[src/hdl/mtap_pkg.sv]
`timescale 1ns / 1ps
// ----------------------------------------------------------------------------
// mtap_pkg
// types and constants shared by the title atom parser modules
// ----------------------------------------------------------------------------
package mtap_pkg;

  localparam logic [15:0] HdrBytes  = 16'd20;
  localparam logic [31:0] TagWord   = 32'h4d544454;
  localparam logic [15:0] One16     = 16'h0001;
  localparam logic [31:0] One32     = 32'h00000001;
  localparam logic [15:0] SizeBias  = 16'd10;

  // byte positions at which a header field completes
  localparam logic [15:0] PosLen    = 16'd3;
  localparam logic [15:0] PosTag    = 16'd7;
  localparam logic [15:0] PosVer    = 16'd9;
  localparam logic [15:0] PosSize   = 16'd11;
  localparam logic [15:0] PosWord   = 16'd15;
  localparam logic [15:0] PosFlag   = 16'd19;
  localparam logic [15:0] PosMax    = 16'hffff;

  localparam logic KindChar = 1'b0;
  localparam logic KindDone = 1'b1;

  localparam int unsigned RqDepth = 4;
  localparam int unsigned RqPtrW  = $clog2(RqDepth);
  localparam int unsigned RqCntW  = $clog2(RqDepth + 1);

  typedef enum logic [2:0] {
    StOk    = 3'd0,
    StLen   = 3'd1,
    StTag   = 3'd2,
    StVer   = 3'd3,
    StWord  = 3'd4,
    StFlag  = 3'd5,
    StTrunc = 3'd6
  } status_e;

  typedef struct packed {
    logic       kind;
    logic [7:0] char_code;
    logic [7:0] char_index;
    status_e    status;
    logic [7:0] title_length;
    logic       final_res;
  } result_t;

  typedef struct packed {
    logic [1:0] n;
    result_t    first;
    result_t    second;
  } push_t;

endpackage

[src/hdl/mtap_if.sv]
`timescale 1ns / 1ps
// ----------------------------------------------------------------------------
// mtap_in_if / mtap_out_if
// valid/ready channels for atom bytes and parser results
// ----------------------------------------------------------------------------
interface mtap_in_if;
  logic        valid;
  logic        ready;
  logic [7:0]  byte_value;
  logic [15:0] atom_length;
  logic        is_last;

  modport source (output valid, byte_value, atom_length, is_last, input ready);
  modport sink (input valid, byte_value, atom_length, is_last, output ready);
  modport monitor (input valid, ready, byte_value, atom_length, is_last);
endinterface

interface mtap_out_if;
  logic        valid;
  logic        ready;
  logic        kind;
  logic [7:0]  char_code;
  logic [7:0]  char_index;
  logic [2:0]  status;
  logic [7:0]  title_length;
  logic        final_res;

  modport source (output valid, kind, char_code, char_index, status, title_length,
                  final_res, input ready);
  modport sink (input valid, kind, char_code, char_index, status, title_length,
                final_res, output ready);
  modport monitor (input valid, ready, kind, char_code, char_index, status,
                   title_length, final_res);
endinterface

[src/hdl/mtap_core.sv]
`timescale 1ns / 1ps
// ----------------------------------------------------------------------------
// mtap_core
// header checks, title extraction and completion for one accepted byte per cycle
// ----------------------------------------------------------------------------
module mtap_core #(
  parameter int unsigned MAX_TITLE = 255
) (
  input  logic                 clk_i,
  input  logic                 rst_ni,
  input  logic                 accept_i,
  input  logic [7:0]           byte_value_i,
  input  logic [15:0]          atom_length_i,
  input  logic                 is_last_i,
  output mtap_pkg::push_t      push_o
);

  localparam logic [7:0] MaxTitleC = 8'(MAX_TITLE);

  logic [15:0]       pos_q, pos_d;
  logic [31:0]       hdr_q, hdr_d;
  logic [15:0]       wanted_q, wanted_d;
  logic [7:0]        emitted_q, emitted_d;
  mtap_pkg::status_e err_q, err_d;

  logic [31:0]       hdr_n;
  logic [15:0]       wanted_n;
  logic [7:0]        emitted_n;
  mtap_pkg::status_e err_n;
  mtap_pkg::status_e st_done;
  logic [15:0]       sz;
  logic [16:0]       pos_inc;
  logic              emit;
  logic              trunc;
  mtap_pkg::result_t res_char, res_done;

  always_comb begin
    hdr_n     = {hdr_q[23:0], byte_value_i};
    sz        = hdr_n[15:0];
    err_n     = err_q;
    wanted_n  = wanted_q;
    emitted_n = emitted_q;
    emit      = 1'b0;
    if (err_q == mtap_pkg::StOk) begin
      case (pos_q)
        mtap_pkg::PosLen: begin
          if (hdr_n != {16'd0, atom_length_i}) err_n = mtap_pkg::StLen;
        end
        mtap_pkg::PosTag: begin
          if (hdr_n != mtap_pkg::TagWord) err_n = mtap_pkg::StTag;
        end
        mtap_pkg::PosVer: begin
          if (sz != mtap_pkg::One16) err_n = mtap_pkg::StVer;
        end
        mtap_pkg::PosSize: begin
          wanted_n = (sz >= mtap_pkg::SizeBias) ? ((sz - mtap_pkg::SizeBias) >> 1) : 16'd0;
        end
        mtap_pkg::PosWord: begin
          if (hdr_n != mtap_pkg::One32) err_n = mtap_pkg::StWord;
        end
        mtap_pkg::PosFlag: begin
          if (sz != mtap_pkg::One16) err_n = mtap_pkg::StFlag;
        end
        default: begin
          // odd title bytes carry the low half of each character
          if (pos_q >= mtap_pkg::HdrBytes && pos_q[0] && pos_q < atom_length_i &&
              {8'd0, emitted_q} < wanted_q && emitted_q < MaxTitleC) begin
            emit      = 1'b1;
            emitted_n = emitted_q + 8'd1;
          end
        end
      endcase
    end
  end

  assign pos_inc = {1'b0, pos_q} + 17'd1;
  assign trunc   = (err_n == mtap_pkg::StOk) &&
                   (pos_inc < {1'b0, mtap_pkg::HdrBytes} ||
                    atom_length_i < mtap_pkg::HdrBytes ||
                    pos_inc < {1'b0, atom_length_i});
  assign st_done = trunc ? mtap_pkg::StTrunc : err_n;

  always_comb begin
    res_char              = '0;
    res_char.kind         = mtap_pkg::KindChar;
    res_char.char_code    = byte_value_i;
    res_char.char_index   = emitted_q;
    res_char.status       = mtap_pkg::StOk;
    res_done              = '0;
    res_done.kind         = mtap_pkg::KindDone;
    res_done.status       = st_done;
    res_done.title_length = emitted_n;
    res_done.final_res    = 1'b1;
  end

  always_comb begin
    push_o.n      = accept_i ? ({1'b0, emit} + {1'b0, is_last_i}) : 2'd0;
    push_o.first  = emit ? res_char : res_done;
    push_o.second = res_done;
  end

  always_comb begin
    pos_d     = pos_q;
    hdr_d     = hdr_q;
    wanted_d  = wanted_q;
    emitted_d = emitted_q;
    err_d     = err_q;
    if (accept_i) begin
      if (is_last_i) begin
        pos_d     = '0;
        hdr_d     = '0;
        wanted_d  = '0;
        emitted_d = '0;
        err_d     = mtap_pkg::StOk;
      end else begin
        pos_d     = (pos_q != mtap_pkg::PosMax) ? pos_inc[15:0] : pos_q;
        hdr_d     = hdr_n;
        wanted_d  = wanted_n;
        emitted_d = emitted_n;
        err_d     = err_n;
      end
    end
  end

  always_ff @(posedge clk_i or negedge rst_ni) begin
    if (!rst_ni) begin
      pos_q     <= '0;
      hdr_q     <= '0;
      wanted_q  <= '0;
      emitted_q <= '0;
      err_q     <= mtap_pkg::StOk;
    end else begin
      pos_q     <= pos_d;
      hdr_q     <= hdr_d;
      wanted_q  <= wanted_d;
      emitted_q <= emitted_d;
      err_q     <= err_d;
    end
  end

endmodule

[src/hdl/mtap_rq.sv]
`timescale 1ns / 1ps
// ----------------------------------------------------------------------------
// mtap_rq
// result queue, takes up to two results a cycle and gives out one
// ----------------------------------------------------------------------------
module mtap_rq (
  input  logic                clk_i,
  input  logic                rst_ni,
  input  mtap_pkg::push_t     push_i,
  output logic                space_o,
  output logic                valid_o,
  input  logic                ready_i,
  output mtap_pkg::result_t   data_o
);

  mtap_pkg::result_t                  mem_q [mtap_pkg::RqDepth];
  logic [mtap_pkg::RqPtrW-1:0]        wr_q, wr_d, rd_q, rd_d, wr_nx;
  logic [mtap_pkg::RqCntW-1:0]        cnt_q, cnt_d;
  logic                               pop;

  assign valid_o = (cnt_q != '0);
  assign pop     = valid_o && ready_i;
  assign data_o  = mem_q[rd_q];
  // room for two more results beside the entries held now
  assign space_o = (cnt_q <= mtap_pkg::RqCntW'(mtap_pkg::RqDepth - 2));
  assign wr_nx   = wr_q + mtap_pkg::RqPtrW'(1);

  always_comb begin
    wr_d  = wr_q + mtap_pkg::RqPtrW'(push_i.n);
    rd_d  = rd_q + mtap_pkg::RqPtrW'(pop);
    cnt_d = cnt_q + mtap_pkg::RqCntW'(push_i.n) - mtap_pkg::RqCntW'(pop);
  end

  always_ff @(posedge clk_i) begin
    if (push_i.n != 2'd0) begin
      mem_q[wr_q] <= push_i.first;
    end
    if (push_i.n == 2'd2) begin
      mem_q[wr_nx] <= push_i.second;
    end
  end

  always_ff @(posedge clk_i or negedge rst_ni) begin
    if (!rst_ni) begin
      wr_q  <= '0;
      rd_q  <= '0;
      cnt_q <= '0;
    end else begin
      wr_q  <= wr_d;
      rd_q  <= rd_d;
      cnt_q <= cnt_d;
    end
  end

endmodule

[src/hdl/metadata_title_atom_parser.sv]
`timescale 1ns / 1ps
// ----------------------------------------------------------------------------
// metadata_title_atom_parser
// checks a title atom header and gives out the title characters
// ----------------------------------------------------------------------------
// in_i carries the atom one byte per transaction with the atom length and a
// last-byte mark. out_o carries results: a title character (kind 0) for the
// low byte of each title character, and on the last byte a completion report
// (kind 1, final_res set) with the status and the title length.
// A byte is taken every cycle while the queue has room; the header check and
// the title logic sit in one combinational step ahead of a four-entry result
// queue, which registers each result when its byte is accepted and offers it
// on out_o. A byte gives at most two results (a character and the report),
// which the queue absorbs. in_i.ready drops while the queue holds more than
// two results, so a stalled receiver holds results in the queue and
// back-pressures the byte stream. Reset clears the parser state and empties
// the queue; the block is ready as soon as reset is released. After each last
// byte the state returns to its reset value for the next atom.
// ----------------------------------------------------------------------------
module metadata_title_atom_parser #(
  parameter int unsigned MAX_TITLE = 255
) (
  input  logic          clk_i,
  input  logic          rst_ni,
  mtap_in_if.sink       in_i,
  mtap_out_if.source    out_o
);

  mtap_pkg::push_t   push;
  mtap_pkg::result_t res;
  logic              space;
  logic              accept;

  assign in_i.ready = space;
  assign accept     = in_i.valid && space;

  mtap_core #(
    .MAX_TITLE (MAX_TITLE)
  ) u_core (
    .clk_i         (clk_i),
    .rst_ni        (rst_ni),
    .accept_i      (accept),
    .byte_value_i  (in_i.byte_value),
    .atom_length_i (in_i.atom_length),
    .is_last_i     (in_i.is_last),
    .push_o        (push)
  );

  mtap_rq u_rq (
    .clk_i   (clk_i),
    .rst_ni  (rst_ni),
    .push_i  (push),
    .space_o (space),
    .valid_o (out_o.valid),
    .ready_i (out_o.ready),
    .data_o  (res)
  );

  assign out_o.kind         = res.kind;
  assign out_o.char_code    = res.char_code;
  assign out_o.char_index   = res.char_index;
  assign out_o.status       = res.status;
  assign out_o.title_length = res.title_length;
  assign out_o.final_res    = res.final_res;

endmodule

[src/flat_wrapper.sv]
// flat-port wrapper written by rule: the top's interface ports become plain ports
module metadata_title_atom_parser_flat 
#(
  parameter int unsigned MAX_TITLE = 255
)
  (clk_i, rst_ni, in_i_valid, in_i_byte_value, in_i_atom_length, in_i_is_last, in_i_ready, out_o_valid, out_o_kind, out_o_char_code, out_o_char_index, out_o_status, out_o_title_length, out_o_final_res, out_o_ready);
  mtap_in_if in_i_i ();
  mtap_out_if out_o_i ();
  input  logic clk_i;
  input  logic rst_ni;
  input wire logic [$bits(in_i_i.valid)-1:0] in_i_valid;
  input wire logic [$bits(in_i_i.byte_value)-1:0] in_i_byte_value;
  input wire logic [$bits(in_i_i.atom_length)-1:0] in_i_atom_length;
  input wire logic [$bits(in_i_i.is_last)-1:0] in_i_is_last;
  output wire logic [$bits(in_i_i.ready)-1:0] in_i_ready;
  output wire logic [$bits(out_o_i.valid)-1:0] out_o_valid;
  output wire logic [$bits(out_o_i.kind)-1:0] out_o_kind;
  output wire logic [$bits(out_o_i.char_code)-1:0] out_o_char_code;
  output wire logic [$bits(out_o_i.char_index)-1:0] out_o_char_index;
  output wire logic [$bits(out_o_i.status)-1:0] out_o_status;
  output wire logic [$bits(out_o_i.title_length)-1:0] out_o_title_length;
  output wire logic [$bits(out_o_i.final_res)-1:0] out_o_final_res;
  input wire logic [$bits(out_o_i.ready)-1:0] out_o_ready;
  assign in_i_i.valid = in_i_valid;
  assign in_i_i.byte_value = in_i_byte_value;
  assign in_i_i.atom_length = in_i_atom_length;
  assign in_i_i.is_last = in_i_is_last;
  assign in_i_ready = in_i_i.ready;
  assign out_o_valid = out_o_i.valid;
  assign out_o_kind = out_o_i.kind;
  assign out_o_char_code = out_o_i.char_code;
  assign out_o_char_index = out_o_i.char_index;
  assign out_o_status = out_o_i.status;
  assign out_o_title_length = out_o_i.title_length;
  assign out_o_final_res = out_o_i.final_res;
  assign out_o_i.ready = out_o_ready;
  metadata_title_atom_parser #(.MAX_TITLE(MAX_TITLE)) u_core (.clk_i(clk_i), .rst_ni(rst_ni), .in_i(in_i_i), .out_o(out_o_i));
endmodule
[config.mk]
export PLATFORM = sky130hd
export DESIGN_NAME = metadata_title_atom_parser_flat
export DESIGN_NICKNAME = d
export VERILOG_FILES = /design/src/hdl/mtap_pkg.sv /design/src/hdl/mtap_if.sv /design/src/hdl/mtap_core.sv /design/src/hdl/mtap_rq.sv /design/src/hdl/metadata_title_atom_parser.sv /design/src/flat_wrapper.sv
export SDC_FILE = /design/constraint.sdc
export NUM_CORES = 1
export LEC_CHECK = 0
export BUFFER_PORTS_ARGS = -buffer_cell sky130_fd_sc_hd__buf_2
export CAP_MARGIN = 20
export CORE_MARGIN = 1.5
export CORE_UTILIZATION = 55
export DETAILED_ROUTE_END_ITERATION = 8
export PLACE_DENSITY_LB_ADDON = 0.2
export SLEW_MARGIN = 20
export SYNTH_ARGS = -nofsm -noshare
export SYNTH_HDL_FRONTEND = slang
export SYNTH_SLANG_ARGS = --single-unit
[constraint.sdc]
create_clock -name clk_i -period 10.5 [get_ports clk_i]
set_clock_uncertainty 0.1 [all_clocks]
set_input_delay 1.575 -clock clk_i [delete_from_list [all_inputs] [get_ports clk_i]]
set_output_delay 1.575 -clock clk_i [all_outputs]
set_load 0.01 [all_outputs]
# == Word-level counts from Yosys, hierarchy flattened ==
# Memory sizes are Yosys's and may differ from the RTL's.
# Index checks and enable logic that the tools add are counted.
# classes
add_sub_neg,9
order_cmp,9
eq_ne,12
n_mux,29
n_reduce_logical,19
# op_table
op,n
$mux W16,5
$eq A16 B4 Y1 const B,3
$mux W8,4
$ne A32 B1 Y1 const B,1
$ne A32 B16 Y1,1
$ne A32 B31 Y1 const B,1
$mux W29,1
$mux W24,1
$mux W3,8
$add A16 B1 Y17 const B,1
$lt A17 B16 Y1,1
$lt A17 B5 Y1 const B,1
$eq A16 B2 Y1 const B,1
$eq A16 B3 Y1 const B,1
$eq A16 B5 Y1 const B,1
$ge A16 B4 Y1 const B,1
$ge A16 B5 Y1 const B,1
$lt A16 B16 Y1,1
$lt A16 B5 Y1 const B,1
$lt A8 B16 Y1,1
$ne A16 B1 Y1 const B,1
$ne A16 B16 Y1 const B,1
$sub A16 B4 Y16 const B,1
$mux W15,1
21 further kinds,38
# word_totals
ff_bits,74
mem_bits_rw,116
input_bits,29
out_inout_bits,31
elab_cells,87
memories,1
# memory_table
name,words,word_bits,read_ports,rd_clocked_by_memory_dff,write_ports,line,rtl
u_core.u_rq.mem_q,4,29,1,0,2,mtap_rq.sv:16,mtap_pkg::result_t mem_q [mtap_pkg::RqDepth];

# == Logic depth before layout (Yosys ltp) ==
# Gate-level depths: netlist (run 1).
# logic_depth
word_depth,13
mapped_depth,19

# == Cells and area by module ==
# A second synthesis (run 1) with hierarchy kept.
# unflattened
cells_unflattened,972
area_unflattened_um2,11506.0
# by_module_without_submodules
mod,n_inst,cells_each,area_per_inst_um2,seq_area_each_um2
mtap_rq,1,320,6048.3,3658.5
mtap_core,1,651,5451.5,1651.6
metadata_title_atom_parser,1,1,6.3,0.0

# == Worst setup path after synthesis (run 1) ==
# Ideal clock, no wire load.
# synth_path
path_type,input -> register
startpoint,in in_i_atom_length[13]
endpoint,mem u_core.u_rq.mem_q[2][2] (netlist bit) (data pin)
arrival_time_ps,5049
required_time_ps,10143
slack_ps,5094
path_stages,16
path_cell_list,inv_1 > ha_1 > a21o_1 > a21o_1 > a221o_1 > a21o_1 > or3_1 > buf_6 > inv_1 > buf_2 > ha_1 > nor2_1 > nor3_1 > nor2_1 > inv_1 > a32o_1
# synth_rtl
item,line,rtl
start: declaration,flat_wrapper.sv:13,input wire logic [$bits(in_i_i.atom_length)-1:0] in_i_atom_length;
end: declaration,mtap_rq.sv:16,

==> results.sh, run 1 <==
export IMPL_vias=7707
export IMPL_die_area_mm2=0.0188
export IMPL_cts_setup_buffers=0
export IMPL_insertion_delay_ns=0.44
export IMPL_crit_arrival_ns=5.98
export IMPL_worstMarginPinSlew_ns=1.08
export IMPL_cts_made_buffers=17
export IMPL_max_freq_mhz=170
export IMPL_max_cap_viol_count=0
export IMPL_antenna_found_initial=0
export IMPL_cts_tree="yes"
export IMPL_wl_um=24600
export IMPL_slew_headroom_pct=28.1
export IMPL_path_max_fanout=21
export IMPL_track_usage_pct=27.5
export IMPL_end_kind="flip-flop"
export IMPL_fin_crit_sh_pct=56.1
export IMPL_grt_pass1_wl_um=39500
export IMPL_ios=60
export IMPL_synth_seq_cells=185
export IMPL_nFillCells=1444
export IMPL_cts_buffer_depth=2
export IMPL_syn_inst=978
export IMPL_htree_num_levels=4
export IMPL_wl_per_cell_um=20.0
export IMPL_core_area_mm2=0.0175
export IMPL_ys_flop_type="dfrtp_1"
export IMPL_worstHoldPathType="reg -> reg"
export IMPL_start_util_pct=56.7
export IMPL_pwr_density_cell_mw_per_mm2=192
export IMPL_grt_pass1_vias=7254
export IMPL_rsz0062_at_grt="false"
export IMPL_p_leak_nw=4.49
export IMPL_die_x_um=137
export IMPL_yosys_warnings=0
export IMPL_fin_nets=1070
export IMPL_status="completed"
export IMPL_port_buffers=59
export IMPL_async_flop_share_pct=39.5
export IMPL_cts_resized=0
export IMPL_cts_hold_buf=0
export IMPL_synth_fp_nets=1056
export IMPL_die_h_um=137
export IMPL_viasPerCell=6.27
export IMPL_place_congestion=0.872
export IMPL_rows=48
export IMPL_min_period_ns=5.89
export IMPL_ir_drop_uv=143
export IMPL_cts_sinks=185
export IMPL_setup_viol=0
export IMPL_netlist_area_mm2=0.00991
export IMPL_slew_viol_final=0
export IMPL_overflow=0
export IMPL_drtIter0Drc=672
export IMPL_grt_max_degree=76
export IMPL_fin_tns_setup_ns=0
export IMPL_dr_pass1_iters=5
export IMPL_drc=0
export IMPL_n_antenna_cell=0
export IMPL_place_hpwl_um=16800
export IMPL_cts_root_buffer="clkbuf_16"
export IMPL_path_clk_slew_ns=0.07
export IMPL_worstSetupPathType="in -> reg"
export IMPL_synthDistinctLibCells=67
export IMPL_synthToLayoutAreaGrowth_pct=9.54
export IMPL_cp_start_kind="primary input"
export IMPL_hold_violations=0
export IMPL_synth_edf_count=44
export IMPL_ys_seq_area_share_pct=45.5
export IMPL_ant_nets=0
export IMPL_fin_hold_ws_ns=0.347
export IMPL_synth_area_per_cell_um2=10.1
export IMPL_final_layout_size_suffix_gt1_share_pct=14.3
export IMPL_cp_required_ns=10.60
-- layout make-up --
type                            count  area (µm²)  area share [%]
Sequential cell                   185        4510            41.5
Timing Repair Buffer               69         377            3.47
Clock buffer                       18         429            3.95
Inverter                           48         180            1.66
Clock inverter                     14         181            1.67
Tap cell                          225         282            2.59
Multi-Input combinational cell    671        4900            45.1
-- routing by layer --
layer | part of all wire, % | wire [µm] | GRT usage, %
met1 | 45 | 11100 | 37.8
met2 | 48 | 11700 | 44.7
met3 | 5.2 | 1290 | 5.11
met4 | 1.9 | 471 | 8.13
met5 | 0 | 0 | 0
-- worst paths after layout --
| check | start | end | slack (ns) | depth (start not counted) |
|---|---|---|---|---|
| worst max-delay path | in_i_atom_length[13] | u_core.u_rq.mem_q[1][5] | 4.61 | 14 |
| worst min-delay path | u_core.u_rq.mem_q[3][0] | u_core.u_rq.mem_q[3][0] | 0.35 | 2 |
| worst max register to register | u_core.u_core.emitted_q[0] | u_core.u_rq.mem_q[1][5] | 5.33 | 12 |
| worst min register to register | u_core.u_rq.mem_q[3][0] | u_core.u_rq.mem_q[3][0] | 0.35 | 2 |
| max in group asynchronous | rst_ni | u_core.u_rq.rd_q[0] | 8.34 | 2 |
| min in group asynchronous | rst_ni | u_core.u_core.hdr_q[17] | 0.92 | 1 |
-- report_power, final --
group	switching [W]	internal, W	leakage, nW
sequential	0.000121	0.000805	1.95
combinational	0.000272	0.000212	2.25
clock	0.000310	0.000362	0.291
total	0.000703	0.00138	4.49
-- synth_stat cells (all sizes together) (5+ instances only) --
cell type	instances	area share [%]
mux4	28	6.4
or3	8	0.51
and2	5	0.32
a221o	6	0.61
a21o	13	0.98
o21ai	65	3.3
edfxtp	44	13
nand4	19	1.2
o31ai	9	0.73
inv	47	1.8
dfxtp	68	14
ha	48	6.1
nor4	21	1.5
buf	23	1.4
a21oi	44	2.3
dfrtp	73	18
nand2	113	4.3
nand3	11	0.56
nand2b	8	0.51
clkbuf	51	1.9
o211ai	5	0.38
xor2	10	0.88
nor3	27	1.5
xnor2	43	3.8
nor2	56	2.1
and3	6	0.38
a22o	62	5.5
a32o	8	0.82
-- flip-flops by register name, summed over array words and instances, names as in the netlist --
register and cells:
u_core.u_rq.cnt_q 3, u_core.u_rq.rd_q 2, u_core.u_core.pos_q 16, u_core.u_rq.mem_q 112, u_core.u_core.err_q 3, u_core.u_core.wanted_q 15, u_core.u_core.hdr_q 24, u_core.u_rq.wr_q 2
u_core.u_core.emitted_q 8
-- logic make-up after synthesis --
group / Yosys count / share of synthesized area (%)
AND/OR/NAND/NOR: 301 / 14.9
AO/OA/AOI/OAI: 236 / 16.7
flip-flops: 185 / 45.5
buffers and inverters: 122 / 5.11
XOR/XNOR: 53 / 4.68
adder cells (fa/ha/maj): 49 / 6.26
multiplexers: 32 / 6.79
-- critical path: stages --
cell and delay, ns:
buf_2 0.12, inv_1 0.07, ha_1 0.31, a21o_1 0.17, a21o_1 0.17, a221o_1 0.33
a21o_1 0.24, or3_1 0.59, inv_1 0.44, ha_1 0.38, mux2i_1 0.19, or3_1 0.66
inv_1 0.44, and2_1 0.29
-- stage by stage --
step | instances | power, W | utilization [%] | setup WS, ns | instance area, µm²
3_5_place_dp | 1197 | 0.00142 | 58.6 | 4.24 | 10200
2_1_floorplan | 978 | 0.00127 | - | 5.09 | 9910
3_3_place_gp | 1196 | 0.00141 | 58.5 | 4.40 | 10200
5_1_grt | 1230 | 0.00219 | 62.1 | 4.26 | 10900
4_1_cts | 1229 | 0.00209 | 62.1 | 4.70 | 10800
6_report | 1230 | 0.00208 | 62.1 | 4.61 | 10900
-- layout by cell type (no fill, tap or decap), types with 7 or more instances in the layout --
cell       Yosys  layout
or3_1          8       8
edfxtp_1      44      44
buf_2         14      58
nor4_1        19      19
nand3_1       11      11
mux4_2        28      28
o21ai_0       62      62
buf_4          2      10
xor2_1        10      10
ha_1          48      48
a22o_1        62      62
clkbuf_16      0      17
nand2b_1       8       8
o31ai_1        8       8
a32o_1         7       7
xnor2_1       43      43
nand2_1      113     112
nor2_1        56      56
nor3_1        25      25
inv_1         47      47
a21oi_1       43      43
nand4_1       19      19
dfrtp_1       73      72
dfxtp_1       68      68
a21o_1        13      13
(Power assumes the default switching activity.)
==> run 2, diff against run 1 <==
==> constraint.sdc (replaced) <==
create_clock -name clk_i -period 5.8 [get_ports clk_i]
set_clock_uncertainty 0.1 [all_clocks]
set_input_delay 0.87 -clock clk_i [delete_from_list [all_inputs] [get_ports clk_i]]
set_output_delay 0.87 -clock clk_i [all_outputs]
set_load 0.01 [all_outputs]
==> run 2 against run 1 <==
Compared with the run above: critical path type is now reg -> reg; clock power increased by 67%; via count decreased by 1.1%; utilization decreased by 0.11 points.
==> results.sh, run 2 (synthesized netlist as in run 1, its figures left out) <==
export IMPL_dr_wl_met2_um=11500
export IMPL_cp_required_ns=5.99
export IMPL_slew_viol_final=0
export IMPL_dr_pass1_iters=5
export IMPL_highest_layer="met4"
export IMPL_cts_made_buffers=17
export IMPL_cts_resized=0
export IMPL_worstHoldPathType="reg -> reg"
export IMPL_most_common_layout_cells="nand2_1 (112), dfrtp_1 (72), dfxtp_1 (68)"
export IMPL_final_layout_size_suffix_gt1_share_pct=14.7
export IMPL_rsz0062_at_grt="false"
export IMPL_cts_root_buffer="clkbuf_16"
export IMPL_multi_input_area_mm2=0.00490
export IMPL_place_congestion=0.907
export IMPL_n_antenna_cell=0
export IMPL_synthToLayoutAreaGrowth_pct=9.34
export IMPL_worstSetupPathType="reg -> reg"
export IMPL_viasPerCell=6.17
export IMPL_die_h_um=137
export IMPL_p_leak_nw=4.50
export IMPL_start_util_pct=56.7
export IMPL_min_delay_start="u_core.u_rq.mem_q[3][14]"
export IMPL_seqCellArea_mm2=0.00451
export IMPL_wl_um=24400
export IMPL_fin_crit_sh_pct=76.0
export IMPL_ant_nets=0
export IMPL_final_cell_count_no_fill=1234
export IMPL_end_kind="flip-flop"
export IMPL_place_inst=1202
export IMPL_worstHoldPathCells=2
export IMPL_max_cap_viol_count=0
export IMPL_drc=0
export IMPL_max_freq_mhz=227
export IMPL_worstMarginPinSlew_ns=1.08
export IMPL_ff2ff_path_depth=13
export IMPL_design_area_mm2=0.0108
export IMPL_htree_num_levels=4
export IMPL_insertion_delay_ns=0.44
export IMPL_ir_drop_uv=244
export IMPL_reg2reg_slack_ns=1.39
export IMPL_track_usage_pct=27.1
export IMPL_grt_pass1_wl_um=38700
export IMPL_hold_violations=0
export IMPL_place_area_mm2=0.0103
export IMPL_wl_per_cell_um=19.8
export IMPL_fin_tns_setup_ns=0
export IMPL_place_hpwl_um=16500
export IMPL_grt_pass1_vias=7181
export IMPL_top_register="u_core.u_rq.mem_q"
export IMPL_min_period_ns=4.41
export IMPL_cts_buffer_depth=2
export IMPL_largest_registers="u_core.u_rq.mem_q x112, u_core.u_core.hdr_q x24, u_core.u_core.pos_q x16"
export IMPL_path_clk_slew_ns=0.07
export IMPL_status="completed"
export IMPL_setup_viol=0
export IMPL_core_area_mm2=0.0175
export IMPL_port_buffers=59
export IMPL_whs_endpoint="u_core.u_rq.mem_q[3][14]"
export IMPL_timing_rr_start="u_core.u_core.pos_q[0]"
export IMPL_drtIter0Drc=604
export IMPL_cts_tree="yes"
export IMPL_cp_start_kind="flip-flop"
export IMPL_nFillCells=1416
export IMPL_largest_reg_flops=112
export IMPL_cts_hold_buf=0
export IMPL_wl_met3_um=1410
export IMPL_wirelength_met1_um=11000
export IMPL_cts_sinks=185
export IMPL_path_max_fanout=11
export IMPL_overflow=0
export IMPL_grt_max_degree=76
export IMPL_pwr_density_cell_mw_per_mm2=339
export IMPL_die_area_mm2=0.0188
export IMPL_antenna_found_initial=0
export IMPL_fin_nets=1074
export IMPL_vias=7619
export IMPL_die_x_um=137
export IMPL_crit_arrival_ns=4.60
export IMPL_final_common_cell="nand2_1"
export IMPL_regToRegEndpoint="u_core.u_rq.mem_q[1][10]"
export IMPL_cts_setup_buffers=0
export IMPL_rows=48
export IMPL_ios=60
export IMPL_slew_headroom_pct=27.7
export IMPL_fin_hold_ws_ns=0.357
run 2: through the flow:
step / util [%] / worst slack [ns] / total power, W
global route: 62.0 / 1.00 / 0.00386
CTS: 62.0 / 1.42 / 0.00369
finish: 62.0 / 1.39 / 0.00368
detailed placement: 58.8 / 0.992 / 0.00259
floorplan: - / 1.10 / 0.00230
global placement: 58.8 / 0.900 / 0.00256
run 2: layer usage:
layer / global-route usage, % / vias to the layer above
li1: - / 3620
met2: 43.6 / 257
met1: 37.4 / 3704
met4: 9.30 / 0
met3: 4.45 / 38
met5: 0 / -
run 2: how the worst max path moves through the flow:
stage	startpoint	end	slack [ns]	cells past startpoint
CTS	u_core.u_core.pos_q[0]	u_core.u_rq.mem_q[1][10]	1.42	13
detailed placement	in_i_atom_length[13]	u_core.u_rq.mem_q[2][2]	0.99	16
finish	u_core.u_core.pos_q[0]	u_core.u_rq.mem_q[1][10]	1.39	13
global route	u_core.u_core.pos_q[0]	u_core.u_rq.mem_q[2][10]	1.00	13
floorplan	in_i_atom_length[13]	u_core.u_rq.mem_q[2][2]	1.10	16
global placement	in_i_atom_length[13]	u_core.u_rq.mem_q[1][13]	0.90	15
run 2: cell type report:
cell class / count / share of cell area, %
repair buffers: 73 / 3.72
multi-input cells: 671 / 45.2
clock inverters: 11 / 0.797
flip-flops and latches: 185 / 41.6
inverters: 48 / 1.66
clock buffers: 21 / 4.36
well taps: 225 / 2.60
run 2: worst max-delay path, stage by stage, from the launching register on:
cell	delay, ns
dfrtp_1	0.56
ha_1	0.47
nand4_1	0.27
nor3_2	0.38
nand3_1	0.15
xnor2_1	0.33
ha_1	0.31
a21oi_1	0.13
o21ai_0	0.14
o2111ai_1	0.26
a21oi_1	0.06
nor4_1	0.51
o211ai_1	0.33
a21oi_1	0.26
run 2: power by group:
| group | switching (W) | leakage [nW] | total, W | internal, W |
|---|---|---|---|---|
| Sequential | 0.000216 | 1.95 | 0.00167 | 0.00146 |
| Clock | 0.000528 | 0.283 | 0.00112 | 0.000595 |
| Combinational | 0.000495 | 2.27 | 0.000882 | 0.000386 |
